### src/rtl/alt_pkg.sv
// Shared types, constants and helper functions of the line terminal.
// Used by the controller, the datapath and the top level; no dependencies.
package alt_pkg;

    localparam int LINE_LEN  = 64;
    localparam int PARAM_CAP = 48;

    localparam int ADDR_W  = $clog2(LINE_LEN);
    localparam int CNT_W   = $clog2(LINE_LEN + 1);
    localparam int PCNT_W  = 6;
    localparam int CHAR_W  = 16;
    localparam int PEN_W   = 6;
    localparam int CELL_W  = PEN_W + CHAR_W;
    localparam int VAL_W   = 10;
    localparam int ROLE_W  = 3;

    localparam logic [VAL_W-1:0] VALUE_MAX = 10'd1023;

    localparam logic [CHAR_W-1:0] CH_BS        = 16'h0008;
    localparam logic [CHAR_W-1:0] CH_LF        = 16'h000a;
    localparam logic [CHAR_W-1:0] CH_CR        = 16'h000d;
    localparam logic [CHAR_W-1:0] CH_ESC       = 16'h001b;
    localparam logic [CHAR_W-1:0] CH_SPACE     = 16'h0020;
    localparam logic [CHAR_W-1:0] CH_DIGIT_0   = 16'h0030;
    localparam logic [CHAR_W-1:0] CH_DIGIT_9   = 16'h0039;
    localparam logic [CHAR_W-1:0] CH_SEMI      = 16'h003b;
    localparam logic [CHAR_W-1:0] CH_PARAM_MAX = 16'h003f;
    localparam logic [CHAR_W-1:0] CH_FINAL_EL  = 16'h004b;
    localparam logic [CHAR_W-1:0] CH_LBRACKET  = 16'h005b;
    localparam logic [CHAR_W-1:0] CH_FINAL_SGR = 16'h006d;

    localparam logic [VAL_W-1:0] EL_TO_CURSOR = 10'd1;
    localparam logic [VAL_W-1:0] EL_ALL       = 10'd2;

    localparam logic [ROLE_W-1:0] ROLE_DEFAULT = 3'd0;
    localparam logic [ROLE_W-1:0] ROLE_SUCCESS = 3'd1;
    localparam logic [ROLE_W-1:0] ROLE_WARNING = 3'd2;
    localparam logic [ROLE_W-1:0] ROLE_DANGER  = 3'd3;
    localparam logic [ROLE_W-1:0] ROLE_MUTED   = 3'd4;
    localparam logic [ROLE_W-1:0] ROLE_ACCENT  = 3'd5;

    typedef enum logic [1:0] {
        MODE_NORMAL = 2'd0,
        MODE_ESC    = 2'd1,
        MODE_CSI    = 2'd2
    } esc_mode_t;

    typedef struct packed {
        logic accept;
        logic fill_step;
        logic blank_step;
        logic emit_load;
    } dp_cmd_t;

    typedef struct packed {
        logic go_fill;
        logic go_blank;
        logic go_emit;
        logic fill_last;
        logic blank_last;
        logic emit_last;
        logic out_free;
    } dp_status_t;

    function automatic logic [VAL_W-1:0] add_digit(input logic [VAL_W-1:0] v,
                                                   input logic [3:0] d);
        logic [13:0] n;
        n = 14'(v) * 14'd10 + 14'(d);
        return (n > 14'(VALUE_MAX)) ? VALUE_MAX : n[VAL_W-1:0];
    endfunction

    function automatic logic [PEN_W-1:0] with_role(input logic [PEN_W-1:0] p,
                                                   input logic [ROLE_W-1:0] r);
        return {r, p[2:0]};
    endfunction

    function automatic logic [PEN_W-1:0] apply_sgr(input logic [PEN_W-1:0] p,
                                                   input logic ok,
                                                   input logic [VAL_W-1:0] v);
        logic [VAL_W-1:0] code;
        logic [PEN_W-1:0] r;
        code = ok ? v : '0;
        r = p;
        case (code)
            10'd0:         r = '0;
            10'd1:         r = p | 6'b000001;
            10'd2:         r = p | 6'b000010;
            10'd3:         r = p | 6'b000100;
            10'd22:        r = p & 6'b111100;
            10'd23:        r = p & 6'b111011;
            10'd30, 10'd39: r = with_role(p, ROLE_DEFAULT);
            10'd31:        r = with_role(p, ROLE_DANGER);
            10'd32:        r = with_role(p, ROLE_SUCCESS);
            10'd33:        r = with_role(p, ROLE_WARNING);
            10'd34, 10'd36: r = with_role(p, ROLE_ACCENT);
            10'd90:        r = with_role(p, ROLE_MUTED);
            default:       r = p;
        endcase
        return r;
    endfunction

endpackage

### src/rtl/alt_ram.sv
// Generic single-write, single-read RAM with registered read data.
// No dependencies.
module alt_ram #(
    parameter int WIDTH = 8,
    parameter int DEPTH = 64
) (
    input  logic                     clk,
    input  logic                     we,
    input  logic [$clog2(DEPTH)-1:0] waddr,
    input  logic [WIDTH-1:0]         wdata,
    input  logic [$clog2(DEPTH)-1:0] raddr,
    output logic [WIDTH-1:0]         rdata
);

    logic [WIDTH-1:0] mem [DEPTH];

    always_ff @(posedge clk)
    begin
        if (we)
        begin
            mem[waddr] <= wdata;
        end
        rdata <= mem[raddr];
    end

endmodule

### src/rtl/alt_ctrl.sv
// Sequencer of the line terminal: input acceptance, fill, blank and emit walks.
// Depends on alt_pkg.
module alt_ctrl (
    input  logic                clk,
    input  logic                rst_n,
    input  logic                in_valid,
    output logic                in_stall,
    input  alt_pkg::dp_status_t status,
    output alt_pkg::dp_cmd_t    cmd
);
    import alt_pkg::*;

    typedef enum logic [4:0] {
        S_IDLE  = 5'b00001,
        S_FILL  = 5'b00010,
        S_BLANK = 5'b00100,
        S_RD    = 5'b01000,
        S_CAP   = 5'b10000
    } state_t;

    state_t state_reg, state_next;

    always_comb
    begin
        state_next = state_reg;
        cmd        = '0;
        in_stall   = 1'b1;
        unique case (state_reg)
            S_IDLE:
            begin
                in_stall   = 1'b0;
                cmd.accept = in_valid;
                if (in_valid)
                begin
                    if (status.go_fill)
                    begin
                        state_next = S_FILL;
                    end
                    else if (status.go_blank)
                    begin
                        state_next = S_BLANK;
                    end
                    else if (status.go_emit)
                    begin
                        state_next = S_RD;
                    end
                end
            end
            S_FILL:
            begin
                cmd.fill_step = 1'b1;
                if (status.fill_last)
                begin
                    state_next = S_IDLE;
                end
            end
            S_BLANK:
            begin
                cmd.blank_step = 1'b1;
                if (status.blank_last)
                begin
                    state_next = S_IDLE;
                end
            end
            S_RD:
            begin
                state_next = S_CAP;
            end
            S_CAP:
            begin
                if (status.out_free)
                begin
                    cmd.emit_load = 1'b1;
                    state_next = status.emit_last ? S_IDLE : S_RD;
                end
            end
            default:
            begin
                state_next = S_IDLE;
            end
        endcase
    end

    always_ff @(posedge clk or negedge rst_n)
    begin
        if (!rst_n)
        begin
            state_reg <= S_IDLE;
        end
        else
        begin
            state_reg <= state_next;
        end
    end

endmodule

### src/rtl/alt_dp.sv
// Datapath of the line terminal: escape parser, pen, cursor, line buffer, output.
// Depends on alt_pkg and alt_ram.
module alt_dp (
    input  logic                                clk,
    input  logic                                rst_n,
    input  logic [alt_pkg::CHAR_W-1:0]          char_code,
    input  alt_pkg::dp_cmd_t                    cmd,
    output alt_pkg::dp_status_t                 status,
    output logic                                out_valid,
    input  logic                                out_stall,
    output logic [alt_pkg::CHAR_W-1:0]          cell_char,
    output logic                                cell_bold,
    output logic                                cell_faint,
    output logic                                cell_italic,
    output logic [alt_pkg::ROLE_W-1:0]          cell_role,
    output logic                                line_empty,
    output logic                                last_cell
);
    import alt_pkg::*;

    esc_mode_t          esc_mode_reg, esc_mode_next;
    logic [PCNT_W-1:0]  param_count_reg, param_count_next;
    logic [VAL_W-1:0]   token_value_reg, token_value_next;
    logic               token_ok_reg, token_ok_next;
    logic [VAL_W-1:0]   whole_value_reg, whole_value_next;
    logic               whole_ok_reg, whole_ok_next;
    logic [PEN_W-1:0]   shadow_pen_reg, shadow_pen_next;
    logic [PEN_W-1:0]   pen_reg, pen_next;
    logic [CNT_W-1:0]   line_length_reg, line_length_next;
    logic [CNT_W-1:0]   cursor_col_reg, cursor_col_next;
    logic [ADDR_W-1:0]  idx_reg, idx_next;
    logic [CHAR_W-1:0]  hold_char_reg, hold_char_next;
    logic               out_valid_reg, out_valid_next;
    logic [CELL_W-1:0]  out_cell_reg, out_cell_next;
    logic               out_empty_reg, out_empty_next;
    logic               out_last_reg, out_last_next;

    logic               ram_we;
    logic [ADDR_W-1:0]  ram_waddr;
    logic [CELL_W-1:0]  ram_wdata;
    logic [CELL_W-1:0]  ram_rdata;

    logic               is_param;
    logic               is_digit;
    logic [3:0]         digit;
    logic [VAL_W-1:0]   el_mode;
    logic [CNT_W-1:0]   upto;
    logic [CNT_W-1:0]   idx_plus;
    logic [PEN_W-1:0]   sgr_pen;

    assign is_param = (char_code >= CH_SPACE) && (char_code <= CH_PARAM_MAX);
    assign is_digit = (char_code >= CH_DIGIT_0) && (char_code <= CH_DIGIT_9);
    assign digit    = char_code[3:0];
    assign el_mode  = whole_ok_reg ? whole_value_reg : '0;
    assign upto     = (cursor_col_reg < line_length_reg) ? cursor_col_reg : line_length_reg;
    assign idx_plus = {1'b0, idx_reg} + CNT_W'(1);
    assign sgr_pen  = apply_sgr(shadow_pen_reg, token_ok_reg, token_value_reg);

    always_comb
    begin
        status.go_fill    = (esc_mode_reg == MODE_NORMAL) && (char_code >= CH_SPACE)
                            && (cursor_col_reg < CNT_W'(LINE_LEN))
                            && (line_length_reg < cursor_col_reg);
        status.go_blank   = (esc_mode_reg == MODE_CSI) && (char_code == CH_FINAL_EL)
                            && (el_mode == EL_TO_CURSOR) && (upto != '0);
        status.go_emit    = (esc_mode_reg == MODE_NORMAL) && (char_code == CH_LF);
        status.fill_last  = (line_length_reg == cursor_col_reg);
        status.blank_last = (idx_plus == upto);
        status.emit_last  = (line_length_reg == '0) || (idx_plus == line_length_reg);
        status.out_free   = !out_valid_reg || !out_stall;
    end

    always_comb
    begin
        esc_mode_next    = esc_mode_reg;
        param_count_next = param_count_reg;
        token_value_next = token_value_reg;
        token_ok_next    = token_ok_reg;
        whole_value_next = whole_value_reg;
        whole_ok_next    = whole_ok_reg;
        shadow_pen_next  = shadow_pen_reg;
        pen_next         = pen_reg;
        line_length_next = line_length_reg;
        cursor_col_next  = cursor_col_reg;
        idx_next         = idx_reg;
        hold_char_next   = hold_char_reg;
        out_cell_next    = out_cell_reg;
        out_empty_next   = out_empty_reg;
        out_last_next    = out_last_reg;
        out_valid_next   = out_valid_reg && out_stall;
        ram_we           = 1'b0;
        ram_waddr        = cursor_col_reg[ADDR_W-1:0];
        ram_wdata        = {pen_reg, char_code};

        if (cmd.accept)
        begin
            case (esc_mode_reg)
                MODE_ESC:
                begin
                    if (char_code == CH_LBRACKET)
                    begin
                        esc_mode_next    = MODE_CSI;
                        param_count_next = '0;
                        token_value_next = '0;
                        token_ok_next    = 1'b1;
                        whole_value_next = '0;
                        whole_ok_next    = 1'b1;
                        shadow_pen_next  = pen_reg;
                    end
                    else
                    begin
                        esc_mode_next = MODE_NORMAL;
                    end
                end
                MODE_CSI:
                begin
                    if (is_param)
                    begin
                        if (param_count_reg < PCNT_W'(PARAM_CAP))
                        begin
                            param_count_next = param_count_reg + PCNT_W'(1);
                            if (is_digit)
                            begin
                                token_value_next = add_digit(token_value_reg, digit);
                                whole_value_next = add_digit(whole_value_reg, digit);
                            end
                            else
                            begin
                                whole_ok_next = 1'b0;
                                if (char_code == CH_SEMI)
                                begin
                                    shadow_pen_next  = sgr_pen;
                                    token_value_next = '0;
                                    token_ok_next    = 1'b1;
                                end
                                else
                                begin
                                    token_ok_next = 1'b0;
                                end
                            end
                        end
                    end
                    else
                    begin
                        esc_mode_next = MODE_NORMAL;
                        if (char_code == CH_FINAL_SGR)
                        begin
                            shadow_pen_next  = sgr_pen;
                            pen_next         = sgr_pen;
                            token_value_next = '0;
                            token_ok_next    = 1'b1;
                        end
                        else if (char_code == CH_FINAL_EL)
                        begin
                            if (el_mode == EL_ALL)
                            begin
                                line_length_next = '0;
                                cursor_col_next  = '0;
                            end
                            else if (el_mode == EL_TO_CURSOR)
                            begin
                                idx_next = '0;
                            end
                            else if (cursor_col_reg < line_length_reg)
                            begin
                                line_length_next = cursor_col_reg;
                            end
                        end
                    end
                end
                default:
                begin
                    if (char_code == CH_ESC)
                    begin
                        esc_mode_next = MODE_ESC;
                    end
                    else if (char_code == CH_CR)
                    begin
                        cursor_col_next = '0;
                    end
                    else if (char_code == CH_LF)
                    begin
                        idx_next = '0;
                    end
                    else if (char_code == CH_BS)
                    begin
                        if (cursor_col_reg != '0)
                        begin
                            cursor_col_next = cursor_col_reg - CNT_W'(1);
                        end
                    end
                    else if (char_code >= CH_SPACE)
                    begin
                        if (status.go_fill)
                        begin
                            hold_char_next = char_code;
                        end
                        else if (cursor_col_reg < CNT_W'(LINE_LEN))
                        begin
                            ram_we          = 1'b1;
                            cursor_col_next = cursor_col_reg + CNT_W'(1);
                            if (cursor_col_reg == line_length_reg)
                            begin
                                line_length_next = line_length_reg + CNT_W'(1);
                            end
                        end
                    end
                end
            endcase
        end

        // Pad with spaces up to the cursor, then place the held character.
        if (cmd.fill_step)
        begin
            ram_we           = 1'b1;
            line_length_next = line_length_reg + CNT_W'(1);
            if (line_length_reg < cursor_col_reg)
            begin
                ram_waddr = line_length_reg[ADDR_W-1:0];
                ram_wdata = {{PEN_W{1'b0}}, CH_SPACE};
            end
            else
            begin
                ram_wdata       = {pen_reg, hold_char_reg};
                cursor_col_next = cursor_col_reg + CNT_W'(1);
            end
        end

        if (cmd.blank_step)
        begin
            ram_we    = 1'b1;
            ram_waddr = idx_reg;
            ram_wdata = {{PEN_W{1'b0}}, CH_SPACE};
            idx_next  = idx_reg + ADDR_W'(1);
        end

        if (cmd.emit_load)
        begin
            out_valid_next = 1'b1;
            out_last_next  = status.emit_last;
            if (line_length_reg == '0)
            begin
                out_cell_next  = '0;
                out_empty_next = 1'b1;
            end
            else
            begin
                out_cell_next  = ram_rdata;
                out_empty_next = 1'b0;
            end
            if (status.emit_last)
            begin
                line_length_next = '0;
                cursor_col_next  = '0;
            end
            else
            begin
                idx_next = idx_reg + ADDR_W'(1);
            end
        end
    end

    alt_ram #(
        .WIDTH (CELL_W),
        .DEPTH (LINE_LEN)
    ) u_line_ram (
        .clk   (clk),
        .we    (ram_we),
        .waddr (ram_waddr),
        .wdata (ram_wdata),
        .raddr (idx_reg),
        .rdata (ram_rdata)
    );

    always_ff @(posedge clk or negedge rst_n)
    begin
        if (!rst_n)
        begin
            esc_mode_reg    <= MODE_NORMAL;
            param_count_reg <= '0;
            token_value_reg <= '0;
            token_ok_reg    <= 1'b1;
            whole_value_reg <= '0;
            whole_ok_reg    <= 1'b1;
            shadow_pen_reg  <= '0;
            pen_reg         <= '0;
            line_length_reg <= '0;
            cursor_col_reg  <= '0;
            idx_reg         <= '0;
            out_valid_reg   <= 1'b0;
        end
        else
        begin
            esc_mode_reg    <= esc_mode_next;
            param_count_reg <= param_count_next;
            token_value_reg <= token_value_next;
            token_ok_reg    <= token_ok_next;
            whole_value_reg <= whole_value_next;
            whole_ok_reg    <= whole_ok_next;
            shadow_pen_reg  <= shadow_pen_next;
            pen_reg         <= pen_next;
            line_length_reg <= line_length_next;
            cursor_col_reg  <= cursor_col_next;
            idx_reg         <= idx_next;
            out_valid_reg   <= out_valid_next;
        end
    end

    always_ff @(posedge clk)
    begin
        hold_char_reg <= hold_char_next;
        out_cell_reg  <= out_cell_next;
        out_empty_reg <= out_empty_next;
        out_last_reg  <= out_last_next;
    end

    assign out_valid   = out_valid_reg;
    assign cell_char   = out_cell_reg[CHAR_W-1:0];
    assign cell_bold   = out_cell_reg[CHAR_W];
    assign cell_faint  = out_cell_reg[CHAR_W+1];
    assign cell_italic = out_cell_reg[CHAR_W+2];
    assign cell_role   = out_cell_reg[CELL_W-1:CHAR_W+3];
    assign line_empty  = out_empty_reg;
    assign last_cell   = out_last_reg;

    a_cursor_range: assert property (@(posedge clk) disable iff (!rst_n)
        cursor_col_reg <= CNT_W'(LINE_LEN))
        else $error("cursor column beyond line length limit");

    a_length_range: assert property (@(posedge clk) disable iff (!rst_n)
        line_length_reg <= CNT_W'(LINE_LEN))
        else $error("line length beyond limit");

    a_emit_in_line: assert property (@(posedge clk) disable iff (!rst_n)
        (cmd.emit_load && (line_length_reg != '0)) |-> ({1'b0, idx_reg} < line_length_reg))
        else $error("emit index outside the line");

    a_commit_clears: assert property (@(posedge clk) disable iff (!rst_n)
        (cmd.emit_load && status.emit_last) |=> (line_length_reg == '0))
        else $error("line not cleared after commit");

endmodule

### src/rtl/ansi_line_terminal.sv
// One-line text terminal with ESC [ SGR/EL parsing; top level.
// Ordinary characters, controls and escape bytes are taken one per cycle while idle.
// A character placed past the line end needs a fill walk (one pad cell per cycle);
// EL 1 blanks cells below min(cursor, length); LF emits the line cell by cell,
// paced by the single read port of the line RAM, plus any output stall.
// Reset (rst_n, async, active low) clears parser, pen, cursor and length at once.
module ansi_line_terminal (
    input  logic                         clk,
    input  logic                         rst_n,
    input  logic                         in_valid,
    output logic                         in_stall,
    input  logic [alt_pkg::CHAR_W-1:0]   char_code,
    output logic                         out_valid,
    input  logic                         out_stall,
    output logic [alt_pkg::CHAR_W-1:0]   cell_char,
    output logic                         cell_bold,
    output logic                         cell_faint,
    output logic                         cell_italic,
    output logic [alt_pkg::ROLE_W-1:0]   cell_role,
    output logic                         line_empty,
    output logic                         last_cell
);
    import alt_pkg::*;

    // Commands go from the sequencer to the datapath, status comes back.
    dp_cmd_t    cmd;
    dp_status_t status;

    alt_ctrl u_ctrl (
        .clk      (clk),
        .rst_n    (rst_n),
        .in_valid (in_valid),
        .in_stall (in_stall),
        .status   (status),
        .cmd      (cmd)
    );

    // Datapath holds the line buffer and a registered output stage, so the
    // last cell of a line may wait while the next item is taken.
    alt_dp u_dp (
        .clk         (clk),
        .rst_n       (rst_n),
        .char_code   (char_code),
        .cmd         (cmd),
        .status      (status),
        .out_valid   (out_valid),
        .out_stall   (out_stall),
        .cell_char   (cell_char),
        .cell_bold   (cell_bold),
        .cell_faint  (cell_faint),
        .cell_italic (cell_italic),
        .cell_role   (cell_role),
        .line_empty  (line_empty),
        .last_cell   (last_cell)
    );

endmodule
### config.mk
export PLATFORM = sky130hd
export DESIGN_NAME = ansi_line_terminal
export DESIGN_NICKNAME = d
export VERILOG_FILES = /design/src/rtl/alt_pkg.sv /design/src/rtl/alt_ram.sv /design/src/rtl/alt_ctrl.sv /design/src/rtl/alt_dp.sv /design/src/rtl/ansi_line_terminal.sv
export SDC_FILE = /design/constraint.sdc
export NUM_CORES = 2
export LEC_CHECK = 0
export BUFFER_PORTS_ARGS = -buffer_cell sky130_fd_sc_hd__buf_2
export CAP_MARGIN = 20
export CORE_UTILIZATION = 60
export CTS_CLUSTER_SIZE = 25
export DETAILED_ROUTE_END_ITERATION = 6
export PLACE_DENSITY = 0.76
export SYNTH_ARGS = -nofsm -noshare
export SYNTH_HDL_FRONTEND = slang
export SYNTH_SLANG_ARGS = --single-unit
### constraint.sdc
create_clock -name clk -period 6.4 [get_ports clk]
set_input_delay 0.32 -clock clk [delete_from_list [all_inputs] [get_ports clk]]
set_output_delay 0.32 -clock clk [all_outputs]
set_load 0.02 [all_outputs]
==> out/results.tsv <==
metric	value	unit
synth.top_cell.area_share	0.6893	
cts.repair.resized	0	
via_count	35812	
outcome	finished with violations	
tns	0	ps
finalPower	0.02227	W
power_density	316.0	nW/um^2
grt.total_usage	0.3027	
rows	118	
cts_hold_buf	18	
power_frac_clock	0.383	
syn_avg_cell_area	17.17	um^2
synth_edf_count	1448	
setup_viol	0	
layout_setup_ws	1473	ps
synth.net_count	3753	
drcViolationCount	1	
ys.flop_type	edfxtp_1	
grt_pass1_vias	34442	
synthToLayoutAreaGrowth	11.69	%
fin_crit_sh	0.7699	
die_area	106400	um^2
grt_pass1_wl	232500	um
pwr-share-comb	0.094	
cp.arrival	5400	ps
p_int	0.01682	W
fin_crit	4927	ps
die_h	326.2	um
cp.required	6870	ps
place_congestion	0.8916	
hold_class	primary input to register	
hpwlAfterDp	94010	um
via_per_inst	6.766	
hold_ws	74.67	ps
drv_slew	0	
grt_setup_unrepaired	false	
synth.cell_area	63080	um^2
violations	design-rule violations	
yosysSeqAreaShare	0.7233	
coreArea	103900	um^2
ys_warn_count	0	
yosysTopAreaCell	edfxtp_1	
path_class	register to register	
start_util	0.6069	
crit_path_end_kind	register	
finalNetCount	3870	
slew_headroom	0.2505	
drv_cap	0	
clk_pin_slew	60	ps
final_util	0.6779	
p_seq_frac	0.523	
syn_inst	3673	
antenna_found_initial	6	
pre_cts_ws	1487	ps
cts_tree	yes	
ys_types	99	
clock_latency	790	ps
cts.sinks	1538	
worstSetupStartpointType	register	
leakage	22.10	nW
switchingPower	0.005445	W
grt_max_degree	125	
antenna_left	0	
port_buffers	45	
skew	49.91	ps
wirelength	160600	um
drt_iter0_markers	4781	
root_buffer	clkbuf_16	
worstMarginPinSlew	1123	ps
synthArstFlopShare	0.04421	
synth_area_leaders	edfxtp_1, mux4_2, mux2i_1	
cts.path.max_buffers	3	
hold_viol	0	
numCtsBuffers	149	
synth-seq-cells	1538	
netSwitchingFraction	0.2445	
grt_overflow	0	
largest_register_ff_count	1408	
vdd_drop_max	0.3818	mV
critPathMaxFanout	12	
drive_gt1_frac	0.1987	
first_pass_iters	7	
post_cts_buffers	0	
avgRoutedWirePerCell	30.35	um
ioPinCount	46	
htree_levels	4	
die_w	326.2	um
fmax	202.9	MHz
[routing by layer]
layer / vias up / part of all wire / global-route usage
li1: 15042 / - / -
met1: 18264 / 0.39 / 0.4345
met2: 2165 / 0.47 / 0.4685
met3: 331 / 0.099 / 0.05362
met4: 10 / 0.039 / 0.1180
met5: - / 0.00050 / 0
[layout by cell type (no fill, tap or decap), types with 14 or more instances in the layout]
| cell | count |
|---|---|
| o21ai_0 | 131 |
| nor2_2 | 66 |
| dlygate4sd3_1 | 18 |
| buf_4 | 74 |
| nand3_1 | 41 |
| clkinv_2 | 20 |
| clkinv_1 | 42 |
| mux4_2 | 198 |
| mux2i_1 | 276 |
| edfxtp_1 | 1448 |
| mux2_2 | 93 |
| nand2_1 | 188 |
| dfxtp_1 | 22 |
| buf_8 | 17 |
| and2_1 | 27 |
| nor2_1 | 64 |
| nor3_1 | 39 |
| ha_1 | 56 |
| o22ai_1 | 94 |
| xnor2_1 | 21 |
| inv_1 | 33 |
| buf_2 | 45 |
| dfrtp_1 | 60 |
| o221ai_1 | 88 |
| a21oi_1 | 216 |
| a31oi_1 | 14 |
| clkbuf_16 | 152 |
| xor2_1 | 16 |
| clkbuf_1 | 30 |
| o21ai_1 | 20 |
[final cells by class]
cell class | instances | area, um^2
multi-input cells | 1904 | 16810
repair buffers | 163 | 1411
inverters | 34 | 128.9
fillers | 6655 | 33480
flip-flops and latches | 1538 | 45640
clock inverters | 89 | 809.5
diodes | 3 | 7.507
well taps | 1380 | 1727
clock buffers | 182 | 3916
[power by group through the flow]
| stage | combinational [W] | clock [W] | sequential [W] |
|---|---|---|---|
| after floorplan | 0.00123 | 0 | 0.0118 |
| after global placement | 0.00200 | 0 | 0.0118 |
| after detailed placement | 0.00204 | 0 | 0.0118 |
| after CTS | 0.00206 | 0.00857 | 0.0116 |
| after global routing | 0.00221 | 0.00893 | 0.0117 |
| final | 0.00210 | 0.00853 | 0.0116 |
[final timing paths]
| check | from | endpoint | slack (ps) | cells after the start |
|---|---|---|---|---|
| max | u_dp.cursor_col_reg[4] | u_dp.u_line_ram.mem[24][7] | 1470 | 10 |
| min | in_valid | u_ctrl.state_reg[3] | 70 | 4 |
| max reg2reg | u_dp.cursor_col_reg[4] | u_dp.u_line_ram.mem[24][7] | 1470 | 10 |
| min reg2reg | u_dp.shadow_pen_reg[1] | u_dp.shadow_pen_reg[1] | 490 | 1 |
| max in group asynchronous | rst_n | u_dp.idx_reg[3] | 5370 | 3 |
| min in group asynchronous | rst_n | u_dp.whole_value_reg[3] | 310 | 3 |
[logic make-up (layout without fill, tap and decap cells)]
family | Yosys count | after routing | synth area share
other cells | 0 | 3 | 0
mux | 567 | 567 | 0.1311
xor+xnor | 38 | 38 | 0.005395
compound gates | 682 | 682 | 0.06843
flops | 1538 | 1538 | 0.7233
buf+inv | 231 | 468 | 0.01533
fa+ha+maj | 60 | 60 | 0.01238
simple gates | 557 | 557 | 0.04407
[worst max-delay path, cell delays in order (launching register included)]
cell and delay, ps:
dfrtp_1 580, inv_1 170, ha_1 350, a211oi_2 220, o21bai_1 220, nor3_4 490
mux2_2 400, mux2i_1 410, nand3_1 660, nor2_2 790, buf_4 330
[through the flow]
stage | cell area, um^2 | instances
finish | 70460 | 5293
global route | 70450 | 5290
CTS | 70270 | 5279
detailed placement | 65370 | 4990
global placement | 65220 | 4981
floorplan | 63080 | 3673
[cells in the mapped netlist (all sizes together) (12+ instances only)]
library cell  instances
xnor2                22
mux2                 93
mux2i               276
nor4                 12
a21oi               221
a22o                 18
mux4                198
o21ai               152
buf                  91
and2                 34
clkbuf              106
a31oi                14
nor3                 41
dfxtp                22
inv                  33
xor2                 16
nor2                130
nand2b               18
nand3                42
ha                   56
o221ai               88
a211oi               14
o22ai                94
edfxtp             1448
dfrtp                65
nand2               193
or3                  13
nand4                14
(Power assumes the default switching activity.)
